[src/sv/mktd_pkg.sv]
package mktd_pkg;

   // default sizes, handed down from the top level
   localparam int MAX_SYMBOLS_DEF = 4;
   localparam int TIMER_BITS_DEF = 16;

   // configuration port
   localparam int CSR_DATA_BITS = 16;
   localparam int CSR_INDEX_BITS = 2;

   typedef enum logic [CSR_INDEX_BITS-1:0] {
      CSR_DASH_THRESHOLD = 2'd0,
      CSR_LETTER_GAP     = 2'd1,
      CSR_PRESS_FLOOR    = 2'd2
   } mktd_csr_index_type;

   localparam logic [CSR_DATA_BITS-1:0] DASH_THRESHOLD_RESET = 16'd600;
   localparam logic [CSR_DATA_BITS-1:0] LETTER_GAP_RESET = 16'd2000;
   localparam logic [CSR_DATA_BITS-1:0] PRESS_FLOOR_RESET = 16'd25;

   // letter decode: at most four symbols, ternary hash below 81
   localparam int DECODE_SYMBOLS = 4;
   localparam int DECODE_LEN_BITS = 3;
   localparam int HASH_BITS = 7;
   localparam int LETTER_BITS = 5;

   typedef struct packed {
      logic [CSR_DATA_BITS-1:0] dash_threshold;
      logic [CSR_DATA_BITS-1:0] letter_gap;
      logic [CSR_DATA_BITS-1:0] press_floor;
   } mktd_cfg_type;

   typedef struct packed {
      logic                   key_lamp;
      logic                   symbol_done;
      logic                   symbol_dash;
      logic                   letter_done;
      logic [LETTER_BITS-1:0] letter_index;
      logic                   letter_rejected;
   } mktd_result_type;

   typedef struct packed {
      logic                   hit;
      logic [LETTER_BITS-1:0] index;
   } mktd_letter_type;

   // ternary hash of a pattern to a letter, A is index 0
   function automatic mktd_letter_type letter_of_hash(input logic [HASH_BITS-1:0] h);
      mktd_letter_type l;
      l.hit = 1'b1;
      unique case (h)
         7'd1:    l.index = 5'd4;
         7'd2:    l.index = 5'd19;
         7'd4:    l.index = 5'd8;
         7'd5:    l.index = 5'd0;
         7'd7:    l.index = 5'd13;
         7'd8:    l.index = 5'd12;
         7'd13:   l.index = 5'd18;
         7'd14:   l.index = 5'd20;
         7'd16:   l.index = 5'd17;
         7'd17:   l.index = 5'd22;
         7'd22:   l.index = 5'd3;
         7'd23:   l.index = 5'd10;
         7'd25:   l.index = 5'd6;
         7'd26:   l.index = 5'd14;
         7'd40:   l.index = 5'd7;
         7'd41:   l.index = 5'd21;
         7'd43:   l.index = 5'd5;
         7'd49:   l.index = 5'd11;
         7'd52:   l.index = 5'd15;
         7'd53:   l.index = 5'd9;
         7'd67:   l.index = 5'd1;
         7'd68:   l.index = 5'd23;
         7'd70:   l.index = 5'd2;
         7'd71:   l.index = 5'd24;
         7'd76:   l.index = 5'd25;
         7'd77:   l.index = 5'd16;
         default: begin
            l.hit = 1'b0;
            l.index = '0;
         end
      endcase
      return l;
   endfunction

   // fold the pattern, first symbol first, dot adds 1 and dash adds 2
   function automatic mktd_letter_type decode_pattern(
      input logic [DECODE_SYMBOLS-1:0]  bits,
      input logic [DECODE_LEN_BITS-1:0] len
   );
      logic [HASH_BITS-1:0] h;
      mktd_letter_type      l;
      h = '0;
      for (int i = DECODE_SYMBOLS - 1; i >= 0; i--) begin
         if (DECODE_LEN_BITS'(i) < len) begin
            h = HASH_BITS'(h * HASH_BITS'(3) + HASH_BITS'(1) + HASH_BITS'(bits[i]));
         end
      end
      l = letter_of_hash(h);
      if (len == '0 || len > DECODE_LEN_BITS'(DECODE_SYMBOLS)) begin
         l.hit = 1'b0;
         l.index = '0;
      end
      return l;
   endfunction

endpackage

[src/sv/mktd_csr.sv]
module mktd_csr
   import mktd_pkg::*;
(
   input  logic                      clock,
   input  logic                      reset,
   input  logic                      write_enable,
   input  logic [CSR_INDEX_BITS-1:0] index,
   input  logic [CSR_DATA_BITS-1:0]  write_data,
   output mktd_cfg_type              cfg
);

   mktd_cfg_type cfg_ff, cfg_in;

   // register decode, unused index is dropped
   always_comb begin
      cfg_in = cfg_ff;
      if (write_enable) begin
         unique case (index)
            CSR_DASH_THRESHOLD: cfg_in.dash_threshold = write_data;
            CSR_LETTER_GAP:     cfg_in.letter_gap = write_data;
            CSR_PRESS_FLOOR:    cfg_in.press_floor = write_data;
            default:            cfg_in = cfg_ff;
         endcase
      end
   end

   always_ff @(posedge clock) begin
      if (reset) begin
         cfg_ff.dash_threshold <= DASH_THRESHOLD_RESET;
         cfg_ff.letter_gap <= LETTER_GAP_RESET;
         cfg_ff.press_floor <= PRESS_FLOOR_RESET;
      end else begin
         cfg_ff <= cfg_in;
      end
   end

   assign cfg = cfg_ff;

endmodule

[src/sv/mktd_tick.sv]
module mktd_tick
   import mktd_pkg::*;
#(
   parameter int MAX_SYMBOLS = MAX_SYMBOLS_DEF,
   parameter int TIMER_BITS = TIMER_BITS_DEF
)(
   input  logic            clock,
   input  logic            reset,
   input  logic            accept,
   input  logic            key_down,
   input  logic            decode_enable,
   input  mktd_cfg_type    cfg,
   output mktd_result_type result
);

   localparam int LEN_BITS = $clog2(MAX_SYMBOLS + 2);
   localparam int CMP_BITS = (TIMER_BITS > CSR_DATA_BITS) ? TIMER_BITS : CSR_DATA_BITS;

   logic                   held_ff, held_in;
   logic                   pending_ff, pending_in;
   logic [TIMER_BITS-1:0]  press_ff, press_in;
   logic [TIMER_BITS-1:0]  gap_ff, gap_in;
   logic [MAX_SYMBOLS-1:0] bits_ff, bits_in;
   logic [LEN_BITS-1:0]    len_ff, len_in;
   logic                   dash;
   mktd_letter_type        letter;

   // per-tick timing, symbol and letter logic
   always_comb begin
      held_in = held_ff;
      pending_in = pending_ff;
      press_in = press_ff;
      gap_in = gap_ff;
      bits_in = bits_ff;
      len_in = len_ff;
      dash = 1'b0;
      letter = '0;
      result = '0;

      if (!decode_enable) begin
         held_in = 1'b0;
         pending_in = 1'b0;
         press_in = '0;
         gap_in = '0;
         bits_in = '0;
         len_in = '0;
      end else begin
         // saturating timers
         if (held_ff && press_ff != '1) begin
            press_in = press_ff + TIMER_BITS'(1);
         end
         if (pending_ff && gap_ff != '1) begin
            gap_in = gap_ff + TIMER_BITS'(1);
         end

         // key edges
         if (key_down && !held_ff) begin
            held_in = 1'b1;
            press_in = '0;
         end else if (!key_down && held_ff) begin
            held_in = 1'b0;
            if (CMP_BITS'(press_in) >= CMP_BITS'(cfg.press_floor)) begin
               dash = CMP_BITS'(press_in) >= CMP_BITS'(cfg.dash_threshold);
               result.symbol_done = 1'b1;
               result.symbol_dash = dash;
               if (len_ff < LEN_BITS'(MAX_SYMBOLS)) begin
                  bits_in = {bits_ff[MAX_SYMBOLS-2:0], dash};
                  len_in = len_ff + LEN_BITS'(1);
               end else begin
                  len_in = LEN_BITS'(MAX_SYMBOLS + 1);
               end
               pending_in = 1'b1;
               gap_in = '0;
            end
         end

         // letter gap elapsed
         if (pending_in && !held_in && CMP_BITS'(gap_in) >= CMP_BITS'(cfg.letter_gap)) begin
            if (len_in <= LEN_BITS'(DECODE_SYMBOLS)) begin
               letter = decode_pattern(bits_in[DECODE_SYMBOLS-1:0],
                                       DECODE_LEN_BITS'(len_in));
            end
            result.letter_done = letter.hit;
            result.letter_index = letter.index;
            result.letter_rejected = !letter.hit;
            pending_in = 1'b0;
            bits_in = '0;
            len_in = '0;
            gap_in = '0;
         end
      end
      result.key_lamp = held_in;
   end

   always_ff @(posedge clock) begin
      if (reset) begin
         held_ff <= 1'b0;
         pending_ff <= 1'b0;
         press_ff <= '0;
         gap_ff <= '0;
         bits_ff <= '0;
         len_ff <= '0;
      end else if (accept) begin
         held_ff <= held_in;
         pending_ff <= pending_in;
         press_ff <= press_in;
         gap_ff <= gap_in;
         bits_ff <= bits_in;
         len_ff <= len_in;
      end
   end

endmodule

[src/sv/mktd_out_buf.sv]
module mktd_out_buf
   import mktd_pkg::*;
(
   input  logic            clock,
   input  logic            reset,
   input  logic            push,
   input  mktd_result_type push_data,
   output logic            full,
   output logic            out_valid,
   input  logic            out_stall,
   output mktd_result_type out_data
);

   logic            main_valid_ff, main_valid_in;
   logic            skid_valid_ff, skid_valid_in;
   mktd_result_type main_data_ff, main_data_in;
   mktd_result_type skid_data_ff, skid_data_in;
   logic            pop;

   assign pop = main_valid_ff && !out_stall;

   // output register with one skid entry behind it
   always_comb begin
      main_valid_in = main_valid_ff;
      main_data_in = main_data_ff;
      skid_valid_in = skid_valid_ff;
      skid_data_in = skid_data_ff;
      if (!main_valid_ff || pop) begin
         main_valid_in = skid_valid_ff || push;
         main_data_in = skid_valid_ff ? skid_data_ff : push_data;
         skid_valid_in = 1'b0;
      end else if (push) begin
         skid_valid_in = 1'b1;
         skid_data_in = push_data;
      end
   end

   always_ff @(posedge clock) begin
      if (reset) begin
         main_valid_ff <= 1'b0;
         skid_valid_ff <= 1'b0;
      end else begin
         main_valid_ff <= main_valid_in;
         skid_valid_ff <= skid_valid_in;
      end
   end

   always_ff @(posedge clock) begin
      main_data_ff <= main_data_in;
      skid_data_ff <= skid_data_in;
   end

   assign full = skid_valid_ff;
   assign out_valid = main_valid_ff;
   assign out_data = main_data_ff;

endmodule

[src/sv/morse_key_timing_decoder_unit.sv]
// Morse key timing decoder: one item per millisecond tick of a telegraph key.
// req channel: req_key_down is the key level this tick, req_decode_enable
// lets decoding run (low drops the partial letter and gives an all-zero item).
// rsp channel: one item per req item, in order: key lamp, an accepted dot or
// dash, a decoded letter (0 is A) or a rejected pattern.
// csr port: csr_index 0 dash threshold, 1 letter gap, 2 minimum press, all in
// ticks; written with csr_write_enable; the user must write only while the block
// is idle, which the block does not enforce. Output: the rsp item is registered in
// the output register, or in the skid entry under rsp_stall. Throughput: one req
// item per cycle while req_stall is low; the tick's timer update, symbol
// classification and letter lookup run in one pass from key state to output register.
// Stall: a result held by rsp_stall sits in the output register while one
// more item goes to a skid entry; req_stall rises only when both are full.
// Reset: timers, pattern and output are cleared, the registers return to
// 600, 2000 and 25 ticks; no clearing pass, items are taken the next cycle.
module morse_key_timing_decoder_unit
   import mktd_pkg::*;
#(
   parameter int MAX_SYMBOLS = MAX_SYMBOLS_DEF,
   parameter int TIMER_BITS = TIMER_BITS_DEF
)(
   input  logic                      clock,
   input  logic                      reset,
   input  logic                      req_valid,
   output logic                      req_stall,
   input  logic                      req_key_down,
   input  logic                      req_decode_enable,
   output logic                      rsp_valid,
   input  logic                      rsp_stall,
   output logic                      rsp_key_lamp,
   output logic                      rsp_symbol_done,
   output logic                      rsp_symbol_dash,
   output logic                      rsp_letter_done,
   output logic [LETTER_BITS-1:0]    rsp_letter_index,
   output logic                      rsp_letter_rejected,
   input  logic                      csr_write_enable,
   input  logic [CSR_INDEX_BITS-1:0] csr_index,
   input  logic [CSR_DATA_BITS-1:0]  csr_write_data
);

   mktd_cfg_type    cfg;
   mktd_result_type tick_result;
   mktd_result_type out_data;
   logic            accept;
   logic            full;

   assign accept = req_valid && !full;
   assign req_stall = full;

   // configuration registers
   mktd_csr u_csr (
      .clock        (clock),
      .reset        (reset),
      .write_enable (csr_write_enable),
      .index        (csr_index),
      .write_data   (csr_write_data),
      .cfg          (cfg)
   );

   // key timing and letter decode
   mktd_tick #(
      .MAX_SYMBOLS (MAX_SYMBOLS),
      .TIMER_BITS  (TIMER_BITS)
   ) u_tick (
      .clock         (clock),
      .reset         (reset),
      .accept        (accept),
      .key_down      (req_key_down),
      .decode_enable (req_decode_enable),
      .cfg           (cfg),
      .result        (tick_result)
   );

   // result register and skid entry
   mktd_out_buf u_out_buf (
      .clock     (clock),
      .reset     (reset),
      .push      (accept),
      .push_data (tick_result),
      .full      (full),
      .out_valid (rsp_valid),
      .out_stall (rsp_stall),
      .out_data  (out_data)
   );

   assign rsp_key_lamp = out_data.key_lamp;
   assign rsp_symbol_done = out_data.symbol_done;
   assign rsp_symbol_dash = out_data.symbol_dash;
   assign rsp_letter_done = out_data.letter_done;
   assign rsp_letter_index = out_data.letter_index;
   assign rsp_letter_rejected = out_data.letter_rejected;

endmodule

[config.mk]
export PLATFORM = sky130hd
export DESIGN_NAME = morse_key_timing_decoder_unit
export DESIGN_NICKNAME = d
export VERILOG_FILES = /design/src/sv/mktd_pkg.sv /design/src/sv/mktd_csr.sv /design/src/sv/mktd_tick.sv /design/src/sv/mktd_out_buf.sv /design/src/sv/morse_key_timing_decoder_unit.sv
export SDC_FILE = /design/constraint.sdc
export NUM_CORES = 1
export LEC_CHECK = 0
export BUFFER_PORTS_ARGS = -buffer_cell sky130_fd_sc_hd__buf_4
export CORE_AREA = 3 3 130 132
export DETAILED_ROUTE_END_ITERATION = 7
export DIE_AREA = 0 0 133 135
export PLACE_DENSITY = 0.68
export SLEW_MARGIN = 20
export SYNTH_ARGS = -nofsm -noshare
export SYNTH_HDL_FRONTEND = slang
export SYNTH_HIERARCHICAL = 1
export SYNTH_SLANG_ARGS = --single-unit
[constraint.sdc]
create_clock -name clock -period 8.8 [get_ports clock]
set_clock_uncertainty 0.2 [all_clocks]
set_input_delay 0.88 -clock clock [delete_from_list [all_inputs] [get_ports clock]]
set_output_delay 0.88 -clock clock [all_outputs]
set_load 0.05 [all_outputs]
==> flow_summary.yaml, run 1 <==
run_status:
  outcome: "finished clean"
floorplan:
  dieWidth_um: 133
  coreArea_um2: 15800
  start_util: 0.495
  die_area_um2: 18000
  pin_count: 37
  fp-row-count: 46
  die_h_um: 135
routing:
  via_count: 6987
  antenna_left: 0
  drc: 0
  route.met3.wl_um: 706
  met2_length_mm: 9.71
  wirelength_mm: 20.2
  wl_per_cell_um: 16.3
  drtPass1Iterations: 5
  wl_met1_mm: 9.49
  drt_iter0_drc: 456
  vias_per_cell: 5.61
  highest_layer: "met4"
timing:
  hold_violations: 0
  grt_setup_unrepaired: "yes"
  worst_pin_slew_ps: 1040
  maxSlewHeadroom: 0.302
  fin_setup_tns_ps: 0
  period_needed_ps: 8660
  finalMaxSlewViolations: 0
  finalSetupViolations: 0
  min_period_over_period: 0.984
  max_freq_mhz: 115
worst_setup_path:
  cp.arrival_ps: 8700
  reg2reg_from: "u_tick/press_ff[0]"
  cp_common_cell: "ha_4"
  cp_num_buf_inv: 4
  rr_worst_depth: 36
  critPathTopFamily: "simple AND/OR/NAND/NOR gates"
  cp-end-kind: "flop"
  critPathRequiredTime_ps: 8830
  path_class: "reg -> reg"
  start_kind: "flop"
  slowest_stage: "or4_4"
  r2r-end: "u_out_buf/out_data[1]"
  crit_fanout: 5
  r2r_slack_ps: 140
  cp_slowest_stage_delay_ps: 480
synthesis:
  yosysWarnings: 6
  synth-edff-count: 20
  avgSynthCellArea_um2: 8.52
  synth_cells: 920
  syn_nets: 1020
  synth.cell_area_um2: 7840
  ys_ff_latch: 111
  synth_ff_type: "dfxtp_1"
  yosysUniqueCellTypes: 70
  ys_seq_area_frac: 0.309
  async_reset_ff_frac: 0
clock_tree:
  clock_tree.buffer_depth: 2
  clk_pin_slew_ps: 80
  cts_hold_buffers: 0
  numCtsBuffers: 9
  cts_tree: "built"
  htreeDepth: 3
  clkLatencyLatePin_ps: 370
  clock_sinks: 111
  root_buffer: "clkbuf_16"
pwr:
  finalPower_w: 0.00104
  powerDensity_nw_per_um2: 107
  vdd_drop_max_uv: 95.8
  p_leak_nw: 4.11
final_layout:
  multiInputGateArea_um2: 5480
  n_antenna_cell: 0
  fillers: 1364
  area_growth_syn_to_layout_pct: 24.1
  ff_latch_area_um2: 2420
  fin_nets: 1124
  drive_gt1_frac: 0.244
global_route:
  grt_pass1_vias: 6507
  grt_antenna_before_repair: 0
  grt_pass1_wl_mm: 32.1
  grt_use_total: 0.218
  overflow: 0
  grt_max_degree: 112
hold_path:
  min_from: "u_csr/cfg[27]"
  hold_path.class: "reg -> reg"
  min_path_cells: 2
  hold_end: "u_csr/cfg[27]"
placement:
  hpwl_mm: 14.4
  place_congestion: 0.882
  io_buffers: 36
flow_run:
  max_cap_viol_count: 0
cell families after synthesis:
family / synth area share
AO/OA/AOI/OAI: 0.171
XOR/XNOR: 0.0313
adder cells (fa/ha/maj): 0.123
buffers and inverters: 0.0547
flip-flops: 0.309
multiplexers: 0.0908
AND/OR/NAND/NOR: 0.221
power by group:
group / internal [W] / switching, W / leakage (nW)
Sequential: 0.000528 / 0.00000600 / 0.946
Clock: 0.000207 / 0.000210 / 0.145
Combinational: 0.0000353 / 0.0000576 / 3.02
synth_stat cells (3+ instances only):
cell	n	area (µm²)
nand2b_1	61	382
nand2_1	49	184
xnor2_1	18	158
inv_1	63	236
nor2b_1	8	50.1
or2_2	4	25.0
o21a_1	3	22.5
nor2_1	99	372
a22o_1	5	43.8
nand3_1	25	125
a31oi_1	13	81.3
nand4_1	11	68.8
nor3_1	26	130
a41oi_1	3	26.3
mux2_4	9	135
o21ba_2	4	40.0
and4_1	4	35.0
o31ai_1	4	30.0
fa_1	3	60.1
buf_2	6	30.0
dfxtp_1	91	1820
a21oi_1	46	230
a2111oi_0	3	26.3
a211o_1	5	43.8
buf_4	3	22.5
ha_1	72	901
a311oi_1	4	35.0
or3_1	9	56.3
and2_1	8	50.1
mux2_2	5	56.3
and3_1	8	50.1
nor4_1	8	50.1
o211ai_1	4	30.0
clkbuf_1	29	109
o41ai_1	3	26.3
a21o_1	13	97.6
o2111ai_1	6	52.6
a211oi_1	10	75.1
mux2i_1	52	521
o21bai_1	3	22.5
a22oi_1	19	143
xor2_1	10	87.6
edfxtp_1	20	601
o21ai_0	36	180
per-layer routing:
metal,GRT usage,up-vias
met5,0,-
met4,0.0606,0
met3,0.0283,23
met2,0.361,122
met1,0.301,3319
li1,-,3523
worst max path at each step:
stage               cells past startpoint                    end          startpoint  slack, ps
floorplan                              38  u_out_buf/out_data[3]  u_tick/press_ff[4]         10
global placement                       36  u_out_buf/out_data[3]  u_tick/press_ff[7]        -60
detailed placement                     37  u_out_buf/out_data[1]  u_tick/press_ff[7]       -320
CTS                                    37  u_out_buf/out_data[3]  u_tick/press_ff[7]         30
global route                           37  u_out_buf/out_data[1]  u_tick/press_ff[0]       -180
finish                                 36  u_out_buf/out_data[1]  u_tick/press_ff[0]        140
stage by stage:
step                hold slack (ps)  setup slack, ps  area, µm²  cells   util
global placement                259            -60.2       8880   1213  0.561
detailed placement              262             -319       8880   1213  0.561
floorplan                       249             9.64       7910    920      -
CTS                             279             25.2       9340   1234  0.590
global route                    289             -179       9730   1245  0.615
finish                          275              136       9730   1245  0.615
final cells by class:
class                   count  area share
inverters                  63      0.0243
clock inverters             6     0.00682
flip-flops and latches    111       0.249
well taps                 216      0.0278
clock buffers              10      0.0246
multi-input cells         704       0.563
repair buffers            135       0.105
cells in the final DEF (no fill, tap or decap), types with 5 or more instances in the layout:
cell type  instances
nand4_1           11
xnor2_1           16
nor2_1            95
ha_4              12
nand2b_1          60
nand2_1           49
a21oi_1           41
a22o_1             5
a22oi_1           19
clkbuf_16          9
nor4_1             6
o2111ai_1          6
nand3_1           24
mux2i_1           51
a31oi_1           10
a211oi_1           9
mux2_4            10
nor3_1            22
and2_1             7
or3_1              8
o21ai_0           34
edfxtp_1          20
inv_1             61
dfxtp_1           90
ha_1              59
buf_4            134
xor2_1             6
a21o_1            13
sequential cells by signal, indices dropped and copies added (netlist names):
| register | count |
|---|---|
| u_tick/gap_ff | 16 |
| u_out_buf/out_data | 10 |
| u_out_buf/out_valid | 1 |
| u_out_buf/skid_data_ff | 10 |
| u_tick/held_ff | 1 |
| u_out_buf/full | 1 |
| u_tick/press_ff | 16 |
| u_csr/cfg | 48 |
| u_tick/bits_ff | 4 |
| u_tick/len_ff | 3 |
| u_tick/pending_ff | 1 |
worst reg2reg max path, delay by kind of cell (launching register included):
kind | cells | cell delay, ps
multiplexers | 2 | 430
XOR/XNOR | 2 | 300
flip-flops | 1 | 320
AND/OR/NAND/NOR | 13 | 3360
adder cells (fa/ha/maj) | 8 | 1990
buffers and inverters | 4 | 450
AO/OA/AOI/OAI | 7 | 1480
repair_timing:
action | in CTS | in global routing
buffers inserted | 5 | 11
pin swaps | 14 | 26
resized for setup | 23 | 56
endpoints found under the setup margin | 12 | 14
(Power assumes the default switching activity.)
==> run 2, diff against run 1 <==
--- a/config.mk
+++ b/config.mk
@@ -6,9 +6,9 @@
 export NUM_CORES = 1
 export LEC_CHECK = 0
 export BUFFER_PORTS_ARGS = -buffer_cell sky130_fd_sc_hd__buf_4
-export CORE_AREA = 3 3 130 132
+export CORE_AREA = 3 3 107 160
 export DETAILED_ROUTE_END_ITERATION = 7
-export DIE_AREA = 0 0 133 135
+export DIE_AREA = 0 0 110 163
 export PLACE_DENSITY = 0.68
 export SLEW_MARGIN = 20
 export SYNTH_ARGS = -nofsm -noshare
==> run 2 against run 1 <==
Compared with the run above: hold slack better by 0.63 ps; clock power grew 2%; wire length increased by 1.2%; non-clock buffer count shrank 6; critical path depth is 2 lower; combinational power is 1% higher; total power up 1.2%; global-route usage up 1.1 points; utilization fell by 0.18 points; critical path type unchanged; largest cell class unchanged; largest power group unchanged.
==> flow_summary.yaml, run 2 (same netlist as run 1, synthesis figures left out) <==
routing:
  vias_per_cell: 5.73
  drtPass1Iterations: 5
  drt_iter0_drc: 398
  wl_per_cell_um: 16.7
  drc: 0
  antenna_left: 0
  wirelength_mm: 20.5
  via_count: 7026
worst_setup_path:
  cp-end-kind: "flop"
  cp_common_cell: "ha_1"
  critPathRequiredTime_ps: 8710
  cp.arrival_ps: 8480
  rr_worst_depth: 34
  crit_fanout: 5
  path_class: "reg -> reg"
  cp_slowest_stage_delay_ps: 590
  start_kind: "flop"
  slowest_stage: "fa_2"
  r2r_slack_ps: 230
pwr:
  net-switching-power_w: 0.000285
  p_leak_nw: 4.12
  intPower_w: 0.000772
  vdd_drop_max_uv: 88.6
  p_clk_frac: 0.405
  swShare: 0.269
  seqPwrFrac: 0.505
  powerDensity_nw_per_um2: 109
  p_comb_frac: 0.089
floorplan:
  start_util: 0.497
  fp-row-count: 56
  dieWidth_um: 110
  die_area_um2: 17900
  pin_count: 37
  coreArea_um2: 15800
  die_h_um: 163
clock_tree:
  clock_sinks: 111
  cts_tree: "built"
  clkLatencyLatePin_ps: 360
  numCtsBuffers: 9
  clock_tree.buffer_depth: 2
  htreeDepth: 3
  root_buffer: "clkbuf_16"
  cts_hold_buffers: 0
  clk_pin_slew_ps: 90
timing:
  fin_setup_tns_ps: 0
  max_freq_mhz: 117
  hold_violations: 0
  worst_pin_slew_ps: 1030
  finalMaxSlewViolations: 0
  finalSetupViolations: 0
  period_needed_ps: 8570
  min_period_over_period: 0.974
  maxSlewHeadroom: 0.311
final_layout:
  largest_reg_flops: 48
  drive_gt1_frac: 0.239
  fin_cells: 1226
  mostFrequentLayoutCell: "buf_4"
  multiInputGateArea_um2: 5460
  area_growth_syn_to_layout_pct: 23.2
  n_antenna_cell: 0
  ff_latch_area_um2: 2420
  fillers: 1373
  layout_common_cells: "128 x buf_4, 94 x nor2_1, 91 x dfxtp_1"
  fin_nets: 1118
hold_path:
  hold_path.class: "reg -> reg"
  min_path_cells: 2
placement:
  dp_cells: 1202
  hpwl_mm: 15.2
  io_buffers: 36
  place_congestion: 0.917
flow_run:
  max_cap_viol_count: 0
global_route:
  grt_pass1_wl_mm: 32.6
  grt_pass1_vias: 6905
  grt_use_total: 0.229
  grt_max_degree: 93
  overflow: 0
  grt_antenna_before_repair: 0
run_status:
  outcome: "finished clean"
[run 2: cell count changes in the layout (fill, tap and decap cells not counted), sizes merged]
| cell | previous run | this run |
|---|---|---|
| buf | 135 | 129 |
| inv | 64 | 67 |
| clkbuf | 10 | 9 |
| clkinv | 4 | 3 |
| clkinvlp | 1 | 0 |
[run 2: what timing repair did]
item                                    4_1_cts  5_1_grt
cloned                                        0        0
pin swaps                                    10       23
resized for setup                            18       60
buffers inserted                              6        2
endpoints found under the setup margin       12       14
[run 2: critical path: cells and delay by family (launching register included)]
family	cells	cell delay (ps)
simple gates	11	2350
xor+xnor	1	250
compound gates	8	1390
fa+ha+maj	8	2710
flops	1	320
buf+inv	4	490
mux	2	620
[run 2: per-layer routing]
| metal | wire length (µm) | up-vias | track usage |
|---|---|---|---|
| li1 | - | 3506 | - |
| met1 | 8050 | 3330 | 0.251 |
| met2 | 11100 | 135 | 0.425 |
| met3 | 579 | 55 | 0.0290 |
| met4 | 747 | 0 | 0.106 |
| met5 | 0 | - | 0 |
[run 2: area by class of cell]
| class | count | area share |
|---|---|---|
| sequential | 111 | 0.251 |
| timing repair buffer | 129 | 0.101 |
| multi-input combinational | 704 | 0.565 |
| clock inverter | 7 | 0.00971 |
| tap | 203 | 0.0263 |
| clock buffer | 9 | 0.0233 |
| inverter | 63 | 0.0245 |
[run 2: final timing paths]
path | start | end
setup / recovery | u_tick/press_ff[0] | u_out_buf/out_data[0]
hold / removal | u_csr/cfg[9] | u_csr/cfg[9]
hold reg to reg | u_csr/cfg[9] | u_csr/cfg[9]
setup reg to reg | u_tick/press_ff[0] | u_out_buf/out_data[0]
[run 2: stage by stage]
| stage | hold slack [ps] | setup slack [ps] | area, µm² | total power, W | utilization |
|---|---|---|---|---|---|
| after floorplan | 249 | 9.64 | 7910 | 0.000606 | - |
| after global placement | 259 | -59.4 | 8880 | 0.000637 | 0.563 |
| after detailed placement | 261 | -192 | 8880 | 0.000639 | 0.563 |
| after CTS | 280 | 1.38 | 9360 | 0.00107 | 0.594 |
| after global routing | 296 | -132 | 9660 | 0.00109 | 0.613 |
| final | 276 | 228 | 9660 | 0.00106 | 0.613 |
[run 2: power groups by stage]
stage	Sequential, W	Combinational (W)	Clock [W]
after floorplan	0.000555	0.0000514	0
after global placement	0.000546	0.0000917	0
after detailed placement	0.000546	0.0000928	0
after CTS	0.000534	0.0000939	0.000439
after global routing	0.000536	0.000102	0.000456
final	0.000534	0.0000942	0.000428
==> run 3, diff against run 2 <==
--- a/config.mk
+++ b/config.mk
@@ -5,11 +5,11 @@
 export SDC_FILE = /design/constraint.sdc
 export NUM_CORES = 1
 export LEC_CHECK = 0
-export BUFFER_PORTS_ARGS = -buffer_cell sky130_fd_sc_hd__buf_4
+export BUFFER_PORTS_ARGS = -buffer_cell sky130_fd_sc_hd__buf_2
 export CORE_AREA = 3 3 107 160
 export DETAILED_ROUTE_END_ITERATION = 7
 export DIE_AREA = 0 0 110 163
-export PLACE_DENSITY = 0.68
+export PLACE_DENSITY = 0.66
 export SLEW_MARGIN = 20
 export SYNTH_ARGS = -nofsm -noshare
 export SYNTH_HDL_FRONTEND = slang
==> constraint.sdc (replaced) <==
create_clock -name clock -period 8.5 [get_ports clock]
set_clock_uncertainty 0.2 [all_clocks]
set_input_delay 0.85 -clock clock [delete_from_list [all_inputs] [get_ports clock]]
set_output_delay 0.85 -clock clock [all_outputs]
set_load 0.05 [all_outputs]
==> run 3 against run 2 <==
Compared with the run above: the flow now finishes with violations (setup timing); count of clock-buffer cells in the layout unchanged; register-to-register slack got worse by 280 ps; critical endpoint is now u_out_buf/out_data[1]; wire length rose by 3.4%; total power grew 1.3%; utilization grew 2.0 points.
==> flow_summary.yaml, run 3 (same netlist as run 1, synthesis figures left out) <==
floorplan:
  pin_count: 37
  coreArea_um2: 15800
  fp-row-count: 56
  dieWidth_um: 110
  die_h_um: 163
  start_util: 0.497
  die_area_um2: 17900
worst_setup_path:
  cp_slowest_stage_delay_ps: 550
  critPathTopFamily: "simple AND/OR/NAND/NOR gates"
  cp.arrival_ps: 8580
  start_kind: "flop"
  reg2reg_from: "u_tick/press_ff[7]"
  path_class: "reg -> reg"
  crit_fanout: 5
  cp-end-kind: "flop"
  crit_cells: 35
  critPathRequiredTime_ps: 8530
  r2r-end: "u_out_buf/out_data[1]"
  slowest_stage: "fa_2"
  cp_num_buf_inv: 5
  r2r_slack_ps: -50
  startpoint: "u_tick/press_ff[7]"
  rr_worst_depth: 35
timing:
  period_needed_ps: 8550
  maxSlewHeadroom: 0.275
  hold_violations: 0
  finalSetupViolations: 3
  worst_pin_slew_ps: 1080
  finalMaxSlewViolations: 0
  hold_ws_ps: 277
  min_period_over_period: 1.01
  fin_ws_ps: -50.7
  grt_setup_unrepaired: "yes"
  max_freq_mhz: 117
placement:
  hpwl_mm: 15.6
  place_congestion: 0.880
  dpl_worst_slack_ps: -270
  io_buffers: 36
clock_tree:
  cts_hold_buffers: 0
  cts_tree: "built"
  clkLatencyLatePin_ps: 360
  clk_pin_slew_ps: 80
  htreeDepth: 3
  clock_tree.buffer_depth: 2
  root_buffer: "clkbuf_16"
  numCtsBuffers: 9
  clock_sinks: 111
final_layout:
  drive_gt1_frac: 0.276
  mostFrequentLayoutCell: "buf_4"
  layout_common_cells: "120 x buf_4, 95 x nor2_1, 89 x dfxtp_1"
  area_growth_syn_to_layout_pct: 27.2
  largest_reg_flops: 48
  fin_nets: 1151
  n_antenna_cell: 0
pwr:
  powerDensity_nw_per_um2: 107
  vdd_drop_max_uv: 97.8
  p_leak_nw: 4.23
  finalPower_w: 0.00107
run_status:
  violations: "setup timing"
  outcome: "complete, but fails checks"
routing:
  antenna_left: 0
  drt_iter0_drc: 498
  via_count: 7120
  wl_per_cell_um: 16.8
  drc: 0
  drtPass1Iterations: 5
  vias_per_cell: 5.66
  wirelength_mm: 21.2
global_route:
  grt_antenna_before_repair: 0
  grt_pass1_wl_mm: 34.2
  grt_use_total: 0.239
  grt_max_degree: 112
  grt_pass1_vias: 6991
  overflow: 0
hold_path:
  min_path_cells: 2
  hold_path.class: "reg -> reg"
  min_from: "u_csr/cfg[40]"
  hold_end: "u_csr/cfg[40]"
flow_run:
  max_cap_viol_count: 0
## run 3: changes by cell type in the layout (fill, tap and decap cells not counted), sizes merged
cell / before / now
clkinv: 3 / 4
inv: 67 / 66
buf: 129 / 162
## run 3: through the flow
stage / instances / util / area, µm² / setup TNS (ps)
2_1_floorplan: 920 / - / 8070 / -169
3_5_place_dp: 1224 / 0.578 / 9100 / -2100
3_3_place_gp: 1224 / 0.578 / 9100 / -1250
5_1_grt: 1259 / 0.633 / 9970 / -3320
6_report: 1259 / 0.633 / 9970 / -95.4
4_1_cts: 1251 / 0.612 / 9650 / -63.5
## run 3: worst max-delay path by stage
stage | end | slack, ps
after detailed placement | u_out_buf/out_data[3] | -270
after CTS | u_out_buf/out_data[3] | -30
after global placement | u_out_buf/out_data[3] | -200
after global routing | u_out_buf/out_data[4] | -370
after floorplan | u_out_buf/out_data[3] | -70
final | u_out_buf/out_data[1] | -50
## run 3: cell type report
class | count | area (µm²)
well taps | 203 | 254
inverters | 63 | 236
fillers | 1358 | 5790
repair buffers | 162 | 1160
flip-flops and latches | 111 | 2420
clock inverters | 7 | 77.6
multi-input cells | 704 | 5600
clock buffers | 9 | 225
## run 3: repair_timing
action | 4_1_cts | 5_1_grt
endpoints found under the setup margin | 13 | 14
buffers inserted | 11 | 8
pin swaps | 35 | 21
gates resized for setup | 29 | 45
## run 3: worst reg2reg max path, delay by kind of cell, from the launching register on
kind	cells	cell delay (ps)
flip-flops	1	320
multiplexers	2	420
AO/OA/AOI/OAI	7	1860
AND/OR/NAND/NOR	12	2550
adder cells (fa/ha/maj)	7	2140
buffers and inverters	5	590
XOR/XNOR	2	360
## run 3: metal layers
metal | global-route usage | vias up | part of all wire
met5 | 0 | - | 0
met4 | 0.0800 | 0 | 0.026
met3 | 0.0238 | 41 | 0.022
met2 | 0.448 | 123 | 0.55
met1 | 0.274 | 3388 | 0.40
li1 | - | 3568 | -
## run 3: report_power, final
part	internal, W	leakage (nW)	switching, W
sequential	0.000546	0.947	0.00000643
clock	0.000210	0.149	0.000216
combinational	0.0000329	3.13	0.0000593
total	0.000789	4.23	0.000282
